$ cat config.mk
export PLATFORM = sky130hd
export DESIGN_NAME = asa_ram
export DESIGN_NICKNAME = d
export VERILOG_FILES = /design/src/asa_ram.sv
export SDC_FILE = /design/constraint.sdc
export NUM_CORES = 2
export LEC_CHECK = 0
export ABC_AREA = 0
export BUFFER_PORTS_ARGS = -buffer_cell sky130_fd_sc_hd__buf_2
export CORE_ASPECT_RATIO = 2
export CORE_MARGIN = 4
export CORE_UTILIZATION = 52
export CTS_CLUSTER_DIAMETER = 80
export DETAILED_ROUTE_END_ITERATION = 10
export MAX_ROUTING_LAYER = met4
export PLACE_DENSITY = 0.67
export RECOVER_POWER = 25
export SETUP_SLACK_MARGIN = 0.2
export SLEW_MARGIN = 20
export SYNTH_ARGS = -nofsm -noshare
export SYNTH_HDL_FRONTEND = slang
export SYNTH_SLANG_ARGS = --single-unit
$ cat constraint.sdc
create_clock -name clk -period 4.53 [get_ports clk]
set_input_delay 0.6795 -clock clk [delete_from_list [all_inputs] [get_ports clk]]
set_output_delay 0.6795 -clock clk [all_outputs]
set_load 0.05 [all_outputs]
$ cat src/asa_ram.sv
// Generic single-port-write, single-port-read RAM with registered read data.
// No dependencies.
module asa_ram #(
  parameter int WIDTH = 8,
  parameter int DEPTH = 256
) (
  input  logic                     clk,
  input  logic                     we,
  input  logic [$clog2(DEPTH)-1:0] waddr,
  input  logic [WIDTH-1:0]         wdata,
  input  logic                     re,
  input  logic [$clog2(DEPTH)-1:0] raddr,
  output logic [WIDTH-1:0]         rdata
);

  logic [WIDTH-1:0] mem [DEPTH];
  logic [WIDTH-1:0] rdata_r;

  always_ff @(posedge clk) begin
    if (we) begin
      mem[waddr] <= wdata;
    end
    if (re) begin
      rdata_r <= mem[raddr];
    end
  end

  assign rdata = rdata_r;

endmodule

==> results.md <==
* Status: complete, but fails checks
* Failing checks: max-capacitance violations, max-slew violations
* Post-Syn Instances at 3,733
* Final TNS setup at 0 ps
* Clock slew at reported path FFs at 70 ps
* RR Startpoint: mem[26][3]$_DFFE_PP_
* Hold Buf Count CTS at 0
* Syn nets at 3,760
* Final Setup Violations at 0
* CP max-delay cell: dlymetal6s4s_1
* Num ports at 35
* Starting Density at 52.43%
* Power Density at 428.0 nW/um^2
* Final nets at 3,977
* Final ANT Viol Nets at 0
* Reg2reg end: rdata[3]$_DFFE_PP_
* Arrival @ worst endpoint at 4510 ps
* Global-route wire length before repair at 293,200 um
* Largest net degree at the start of global routing at 138
* Postcts setup bufs at 0
* DIE WIDTH at 284.7 um
* Yosys warnings at 0
* Clk_lat worst skew at 820 ps
* Worst reg2reg path depth at 8
* Max cap viols at 9
* Bufs and invs on worst path at 2
* Top_reg_cell synth: edfxtp_1
* DR iter-0 viols at 4,478
* Synthesis-to-layout area growth at 11.61%
* Placer's final routability congestion estimate at 0.9111
* # rows at 202
* # port buffers at 34
* Vias in the first global route at 40.39k
* CP Launch Type: primary input
* Total Routed Length at 203,100 um
* Share of cells above drive strength 1 at 24.64%
* Core area at 151,900 um^2
* Initial antenna violation count at 13
* Hold crit path type: primary input to flip-flop
* Biggest cell delay along the critical path at 2810 ps
* Final HPWL DP at 134,000 um
* Crit path max fanout at 94
* CTS sink cnt at 2,056
* CP Data Required Time at 5050 ps
* Synth unique cells at 54
* Peak supply drop at 385.0 uV
* Slew HR at -173.3%
* R2r setup slk at 1220 ps
* Largest delay contributor family on the critical path: buffers and inverters
* TritonCTS clock tree: built
* Die area at 159,900 um^2
* Period utilisation layout at 87.91%
* DRC at 0
* CTS root buf: clkbuf_16
* Leakage at 27.50 nW
* Design Area, Final at 88,880 um^2
* RSZ-0062 raised after global routing: false
* CP Class: primary input to flip-flop
* Fin crit period at 3982 ps
* Synth top area share at 77.53%
* CTS HTree Levels at 4
* TritonRoute pass-1 iters at 5
* Via count at 38.97k
* Measured slew at the worst slew-check pin at 4099 ps
* Most frequent cell after synthesis: edfxtp_1
* DR WL/cell at 33.15 um
* Post-synth top cells: 2,056 x edfxtp_1, 454 x mux4_2, 282 x nor2_1
* Final hold violation count at 0
* Hold Path End: mem[195][5]$_DFFE_PP_
* GRT Util Overall at 26.37%
* Post-synth EDFFs at 2,056
* Avg Cell Area, Syn at 21.33 um^2
* Most area-hungry cell type in the Yosys netlist: edfxtp_1
* Placement Cell Area at 83,360 um^2
* Clk_skew at 55.75 ps
* Peak Freq at 251.1 MHz
* Worst hold path depth at 4
* Dominant cells by area after synthesis: edfxtp_1 78%, mux4_2 13%, mux2i_1 1.7%, nor2_1 1.3%, a22oi_1 1.3%
* Crit path cell chain: dlymetal6s4s_1 > clkbuf_2
* Worst Min Path Start: waddr[1]
* Worst setup EP type: flip-flop
* Fin. max-slew vios at 1,004
* CTS buffer count at 167
* Yosys reg bits at 2,056
* GR Overflow Total at 0
* Seq/Total Area, Yosys at 77.53%
* Synthesized area at 79,640 um^2
* CTS resizes at 0
* Die Ht at 561.4 um
* Vias per inst at 6.361
* Clock Tree Buf Depth at 4
* Async SR Flop Fraction at 0%
## registers in the layout, indices dropped and copies added (netlist names)
signal and cells:
mem 2048, rdata 8
## worst max path at each step
stage | from | to | slack (ps) | cells after the start
after floorplan | raddr[0] | rdata[2]$_DFFE_PP_ | 1770 | 9
after global placement | raddr[0] | rdata[3]$_DFFE_PP_ | -60 | 11
after detailed placement | raddr[0] | rdata[3]$_DFFE_PP_ | -60 | 11
after CTS | raddr[0] | rdata[3]$_DFFE_PP_ | 740 | 11
after global routing | wdata[3] | mem[133][3]$_DFFE_PP_ | 300 | 2
final | wdata[3] | mem[26][3]$_DFFE_PP_ | 550 | 2
## metrics by stage
| step | power, mW | utilization, % | setup WS, ps | hold slack (ps) | instances |
|---|---|---|---|---|---|
| after floorplan | 22.45 | - | 1774 | 778.4 | 3733 |
| final | 38.04 | 58.51 | 547.8 | 640.9 | 6126 |
| after CTS | 38.21 | 58.55 | 739.1 | 293.5 | 6115 |
| after global routing | 39.12 | 58.51 | 300.9 | 666.6 | 6126 |
| after detailed placement | 23.42 | 54.88 | -57.54 | 1163 | 5821 |
| after global placement | 23.39 | 54.84 | -57.26 | 1152 | 5818 |
## layout make-up
type                            instances  area [um^2]
Sequential cell                      2056        61740
Fill cell                           10772        63020
Timing Repair Buffer                  281         2434
Multi-Input combinational cell       1442        16540
Inverter                                2        7.507
Clock inverter                        107         1265
Tap cell                             2040         2552
Clock buffer                          187         4318
Antenna cell                           11        27.53
## report_power, final
part / switching [mW] / internal [mW]
sequential: 0.0283 / 21.0
clock: 6.58 / 8.43
combinational: 1.32 / 0.691
total: 7.93 / 30.1
## layout by cell type, fill, tap and decap left out, types with 8 or more instances in the layout
cell           n
a211oi_1      16
a21oi_1       96
a221oi_1      13
a22o_1         8
a22oi_1      133
buf_12        31
buf_2         21
buf_4        215
bufinv_16     27
clkbuf_1      20
clkbuf_16    170
clkbuf_2       8
clkinv_1      34
clkinv_2      23
clkinvlp_4    14
diode_2       11
edfxtp_1    2056
mux2i_1      134
mux4_2       454
nand2_1       33
nand2b_1       8
nand3_1       34
nand4_1       10
nor2_1       278
nor2b_1       28
nor3_1        20
nor4_1        19
nor4_2         8
o211ai_1      10
o21ai_0       10
o221ai_1      46
o22ai_1       28
## per-layer routing
layer | vias to the layer above | part of all wire, % | global-route usage [%] | wire [um]
met1 | 20565 | 33 | 29.24 | 66400
met4 | 0 | 6.5 | 13.66 | 13220
met2 | 1798 | 54 | 46.52 | 110600
met5 | - | 0 | - | 0
li1 | 16087 | - | - | -
met3 | 520 | 6.3 | 3.613 | 12880
## cell families (layout without fill, tap and decap cells)
family	Yosys count	after routing	share of synthesized area, %
multiplexers	591	591	14.60
AO/OA/AOI/OAI	385	385	3.416
AND/OR/NAND/NOR	466	466	2.625
buffers and inverters	235	577	1.829
other	0	11	0
flip-flops	2056	2056	77.53
(Power assumes the default switching activity.)
