$ cat src/asa_pkg.sv
// Shared types and constants for the aligned stack allocator.
// No dependencies; imported by every module of the block except asa_ram.
package asa_pkg;

  localparam int MAX_CAPACITY = 65536;
  localparam int HEADER_BYTES = 16;
  localparam int HEADER_ALIGN = 8;
  localparam int MAX_ALIGN    = 4096;

  localparam int OFF_W   = 17;  // offsets, sizes, top
  localparam int CNT_W   = 13;  // live count, marker count
  localparam int ALIGN_W = 13;
  localparam int REQ_W   = 3;
  localparam int STAT_W  = 2;

  // one header entry per header granule of the buffer
  localparam int STORE_DEPTH = MAX_CAPACITY / HEADER_ALIGN;
  localparam int GRAN_W      = $clog2(STORE_DEPTH);
  localparam int HDR_SHIFT   = $clog2(HEADER_ALIGN);

  localparam int CFG_ADDR_W = 3;
  localparam int CFG_DATA_W = 32;
  localparam logic CFG_IDX_CAPACITY = 1'b0;  // paddr MSB value that selects capacity_bytes
  localparam logic [OFF_W-1:0] CAPACITY_RESET = OFF_W'(MAX_CAPACITY);

  localparam logic [CNT_W-1:0] COUNT_MAX = '1;

  typedef enum logic [REQ_W-1:0] {
    REQ_ALLOC     = 3'd0,
    REQ_FREE      = 3'd1,
    REQ_RESET     = 3'd2,
    REQ_MARKER    = 3'd3,
    REQ_FREE_MARK = 3'd4
  } req_t;

  typedef enum logic [STAT_W-1:0] {
    STAT_OK      = 2'd0,
    STAT_REFUSED = 2'd1,
    STAT_BAD_PTR = 2'd2,
    STAT_AHEAD   = 2'd3
  } stat_t;

  typedef enum logic [1:0] {
    S_IDLE = 2'b01,
    S_READ = 2'b10
  } fsm_t;

endpackage

$ cat src/asa_cfg.sv
// APB-style register file holding capacity_bytes; exports the clamped capacity.
// Depends on asa_pkg.
module asa_cfg
  import asa_pkg::*;
(
  input  logic                  clk,
  input  logic                  rst_n,
  input  logic                  psel,
  input  logic                  penable,
  input  logic                  pwrite,
  input  logic [CFG_ADDR_W-1:0] paddr,
  input  logic [CFG_DATA_W-1:0] pwdata,
  output logic [CFG_DATA_W-1:0] prdata,
  output logic                  pready,
  output logic [OFF_W-1:0]      eff_capacity
);

  logic [OFF_W-1:0] capacity_r;
  logic [OFF_W-1:0] capacity_nxt;
  logic             sel_cap;

  assign pready  = 1'b1;
  assign sel_cap = (paddr[CFG_ADDR_W-1] == CFG_IDX_CAPACITY);

  always_comb begin
    capacity_nxt = capacity_r;
    if (psel && penable && pwrite && sel_cap) begin
      capacity_nxt = pwdata[OFF_W-1:0];
    end
  end

  always_ff @(posedge clk) begin
    if (!rst_n) begin
      capacity_r <= CAPACITY_RESET;
    end else begin
      capacity_r <= capacity_nxt;
    end
  end

  assign prdata = sel_cap ? CFG_DATA_W'(capacity_r) : '0;

  // values above the buffer size act as the buffer size
  assign eff_capacity = (capacity_r > OFF_W'(MAX_CAPACITY)) ? OFF_W'(MAX_CAPACITY)
                                                            : capacity_r;

endmodule

$ cat config.mk
export PLATFORM = sky130hd
export DESIGN_NAME = asa_cfg
export DESIGN_NICKNAME = d
export VERILOG_FILES = /design/src/asa_pkg.sv /design/src/asa_cfg.sv
export SDC_FILE = /design/constraint.sdc
export NUM_CORES = 1
export LEC_CHECK = 0
export ABC_CLOCK_PERIOD_IN_PS = 1400
export BUFFER_PORTS_ARGS = -buffer_cell sky130_fd_sc_hd__buf_4
export CAP_MARGIN = 10
export CELL_PAD_IN_SITES_DETAIL_PLACEMENT = 2
export CELL_PAD_IN_SITES_GLOBAL_PLACEMENT = 2
export CORE_MARGIN = 1
export CORE_UTILIZATION = 20
export CTS_BUF_LIST = sky130_fd_sc_hd__clkbuf_8
export CTS_CLUSTER_DIAMETER = 60
export DETAILED_ROUTE_END_ITERATION = 7
export PLACE_DENSITY = 0.92
export SYNTH_ARGS = -nofsm -noshare
export SYNTH_HDL_FRONTEND = slang
export SYNTH_SLANG_ARGS = --single-unit
export TNS_END_PERCENT = 20
$ cat constraint.sdc
create_clock -name clk -period 1.4 [get_ports clk]
set_input_delay 0.07 -clock clk [delete_from_list [all_inputs] [get_ports clk]]
set_output_delay 0.07 -clock clk [all_outputs]
set_load 0.02 [all_outputs]
==> metrics.md <==
| Metric | Value |
|---|---|
| Status | complete, but fails checks |
| Violated checks | setup timing |
| CP Cell Sequence | nor4_4, buf_4, a41oi_4, nor2b_1, buf_4 |
| Insertion delay to the later sink of the worst-skew pair | 0.25 ns |
| Final nets | 241 |
| Final non-filler cell total | 270 |
| Simple-gate share of the synthesized area | 0.389 |
| Synth warn | 0 |
| Initial antenna violation count | 0 |
| Final hold violation count | 0 |
| Kind of start point of the critical path | register |
| Synth cell types | 19 |
| Worst flop-to-flop path endpoint | capacity_r[1] |
| Class of the tightest hold or removal check | in2reg |
| Clock buffer count from CTS | 3 |
| Fraction of synthesized cell area taken by the top area cell type | 0.307 |
| Largest registers ranked by flip-flop count | capacity_r (17) |
| Largest stage delay on the critical path | 0.34 ns |
| Placed wire-length estimate | 2.65 mm |
| Summed instance area of the synthesized netlist | 1110 um2 |
| Hold_buf cts | 0 |
| Worst R2R Setup Slack | 0.56 ns |
| Total via count after detailed routing | 1097 |
| Area Overhead vs Synth | 56.0% |
| Number of flops mapped to enable cells by yosys | 0 |
| Post-Route Skew | 0 ns |
| Clk buf depth | 2 |
| Cell type with the highest occurrence count on the critical path | buf_4 |
| Die Outline Area | 5840 um2 |
| Average cell area after synthesis | 8.39 um2 |
| IO Pins | 90 |
| TritonCTS clock tree | yes |
| Worst r2r path cells | 3 |
| Number of clock sinks seen by CTS | 17 |
| Slowest cell on the critical path | dfxtp_2 |
| Post-route setup slack | -0.240 ns |
| Part of the Yosys area used for sequential elements | 0.307 |
| Filler cell count in the final layout | 610 |
| Adder-cell share of the synthesized area | 0 |
| Reg with most FFs | capacity_r |
| Number of antenna diodes | 0 |
| Core region area | 5200 um2 |
| Proportion of register bits with asynchronous set or reset after synthesis | 0 |
| Count of state elements after synthesis | 17 |
| Source of the worst register-to-register timing path | capacity_r[1] |
| Wire length of the first global-routing pass | 6.22 mm |
| H-tree depth | 1 |
| Dominant combinational cell family by area after synthesis | simple AND/OR/NAND/NOR gates |
| Unrepaired setup endpoints after global routing | true |
| Xor-xnor portion of the synthesized cell area | 0 |
| Utilization of the core after routing | 0.332 |
| Share of post-route cells with drive strength above 1 | 0.455 |
| Die height | 76.4 um |
| Die X-Extent | 76.4 um |
| Achievable Freq | 0.610 GHz |
| Final period util | 1.17 |
| Required time of the critical path | 1.33 ns |
| Per-cell routed wire length | 13.7 um |
| Post-synthesis compound-gate area fraction | 0.145 |
| Starting utilization of the core area | 0.213 |
| Number of instances in the synthesized netlist | 132 |
| Leading post-synthesis cells by cell area | dfxtp_1 31%, nor2b_1 14%, nand2_1 11%, buf_4 11%, a21boi_1 6.1% |
| Last element of the critical path | eff_capacity[9] |
| Remaining DRCs | 0 |
| Mux cell area share after synthesis | 0 |
| Kind of capture point of the worst setup path | output pin |
| Worst vdd rail ir drop | 0.379 mV |
| Register clock-pin slew on the reported worst setup and hold paths | 0.07 ns |
| Total global routing track utilization | 0.135 |
| Crit Path Max Fanout | 5 |
| Via count of the first global-routing pass | 1218 |
| Antenna-violating nets left | 0 |
| Minimum setup slack after placement | -0.0565 ns |
| Timing startpoint of the critical path | capacity_r[12] |
| Count of final setup violators | 10 |
| Count of buffers inserted at the top-level ports | 56 |
| Crit path time final | 1.64 ns |
| Placed insts | 257 |
| Site row count | 26 |
| Critical path data arrival time | 1.57 ns |
| Number of max-slew violations in the final report | 0 |
| Max FFs per register | 17 |
| Leakage Power | 0.801 nW |
| Synth area leader | dfxtp_1 |
| Total wire length after detailed routing | 3.71 mm |
| Category of the most critical setup path | reg2out |
| Global route overflow | 0 |
| Number of maximum-capacitance violations | 0 |
| Per-cell via count in the routed design | 4.06 |
| Initial DRC Count | 15 |
| Setup TNS | -1.83 ns |
| Pwr per Cell Area | 672 nW/um2 |
| Maximum number of pins on one net before global-route repair | 20 |
| Post-synth top flop | dfxtp_1 |
| Root Buffer Master | clkbuf_8 |
| Number of iterations in the first detailed-routing pass | 3 |
| WHS | 0.0390 ns |
| Routability congestion estimate | 0.686 |
area by class of cell:
| cell class | instances | area, um2 | area share |
|---|---|---|---|
| Multi-Input combinational cell | 107 | 701 | 0.406 |
| Timing Repair Buffer | 71 | 541 | 0.313 |
| Sequential cell | 17 | 350 | 0.203 |
| Tap cell | 70 | 87.6 | 0.0507 |
| Clock buffer | 3 | 41.3 | 0.0239 |
| Clock inverter | 1 | 3.75 | 0.00217 |
| Inverter | 1 | 3.75 | 0.00217 |
critical path: cells and delay by family (launching register included):
family          cells  cell delay [ns]
flops               1             0.34
buf+inv             2             0.33
simple gates        2             0.49
compound gates      1             0.17
metal layers:
layer	part of all wire	global-route usage	wire, um	up-vias
li1	-	-	-	530
met1	0.38	0.142	1420	531
met2	0.58	0.280	2140	34
met3	0.034	0.0120	128	2
met4	0.0065	0.0346	24	0
met5	0	0	0	-
how the worst min path moves through the flow:
stage / start / cells after the start / endpoint / slack [ns]
final: pwdata[16] / 3 / capacity_r[16] / 0.04
after global routing: pwdata[16] / 3 / capacity_r[16] / 0.05
after CTS: pwdata[16] / 3 / capacity_r[16] / 0.04
after detailed placement: pwdata[16] / 3 / capacity_r[16] / 0.30
after global placement: pwdata[16] / 3 / capacity_r[16] / 0.30
after floorplan: pwdata[16] / 2 / capacity_r[16] / 0.20
logic make-up (layout without fill, tap and decap cells):
| group | after synthesis | count (layout) |
|---|---|---|
| other | 2 | 16 |
| flip-flops | 17 | 17 |
| AO/OA/AOI/OAI | 18 | 19 |
| AND/OR/NAND/NOR | 72 | 72 |
| buffers and inverters | 23 | 76 |
timing repair:
item / CTS / global route
pin swaps: 6 / 4
gates resized for setup: 8 / 6
gates cloned: 1 / 0
buffers inserted: 7 / 1
setup endpoints to repair: 10 / 10
power breakdown:
part / leakage (nW) / total, mW / switching (mW) / internal, mW
clock: 0.0269 / 0.363 / 0.169 / 0.194
sequential: 0.141 / 0.506 / 0.0127 / 0.493
combinational: 0.633 / 0.291 / 0.157 / 0.134
per-stage QoR:
step	instance area (um2)	total power [mW]
2_1_floorplan	1160	0.693
3_3_place_gp	1560	0.760
3_5_place_dp	1560	0.764
4_1_cts	1710	1.18
5_1_grt	1730	1.22
6_report	1730	1.16
synth_stat cells, types with 2 or more instances:
library cell / count
nor4_2: 2
nor2b_1: 25
buf_6: 3
a21boi_1: 9
a21boi_0: 7
clkbuf_1: 3
nor4_4: 2
dfxtp_1: 17
and2b_1: 6
nand2_1: 33
buf_4: 16
conb_1: 2
cells in the final DEF (no fill, tap or decap):
cell | synthesis | layout
a21boi_0 | 7 | 7
a21boi_1 | 9 | 9
a41oi_4 | 1 | 2
and2b_1 | 6 | 6
and4b_1 | 1 | 1
buf_4 | 16 | 69
buf_6 | 3 | 2
clkbuf_8 | 0 | 3
conb_1 | 2 | 16
dfxtp_1 | 17 | 11
dfxtp_2 | 0 | 5
dfxtp_4 | 0 | 1
inv_1 | 1 | 2
nand2_1 | 33 | 33
nand4b_2 | 1 | 1
nor2_1 | 1 | 1
nor2b_1 | 25 | 23
nor2b_2 | 1 | 3
nor4_4 | 2 | 4
o211ai_2 | 1 | 1
Power figures use the tool's default switching activity.
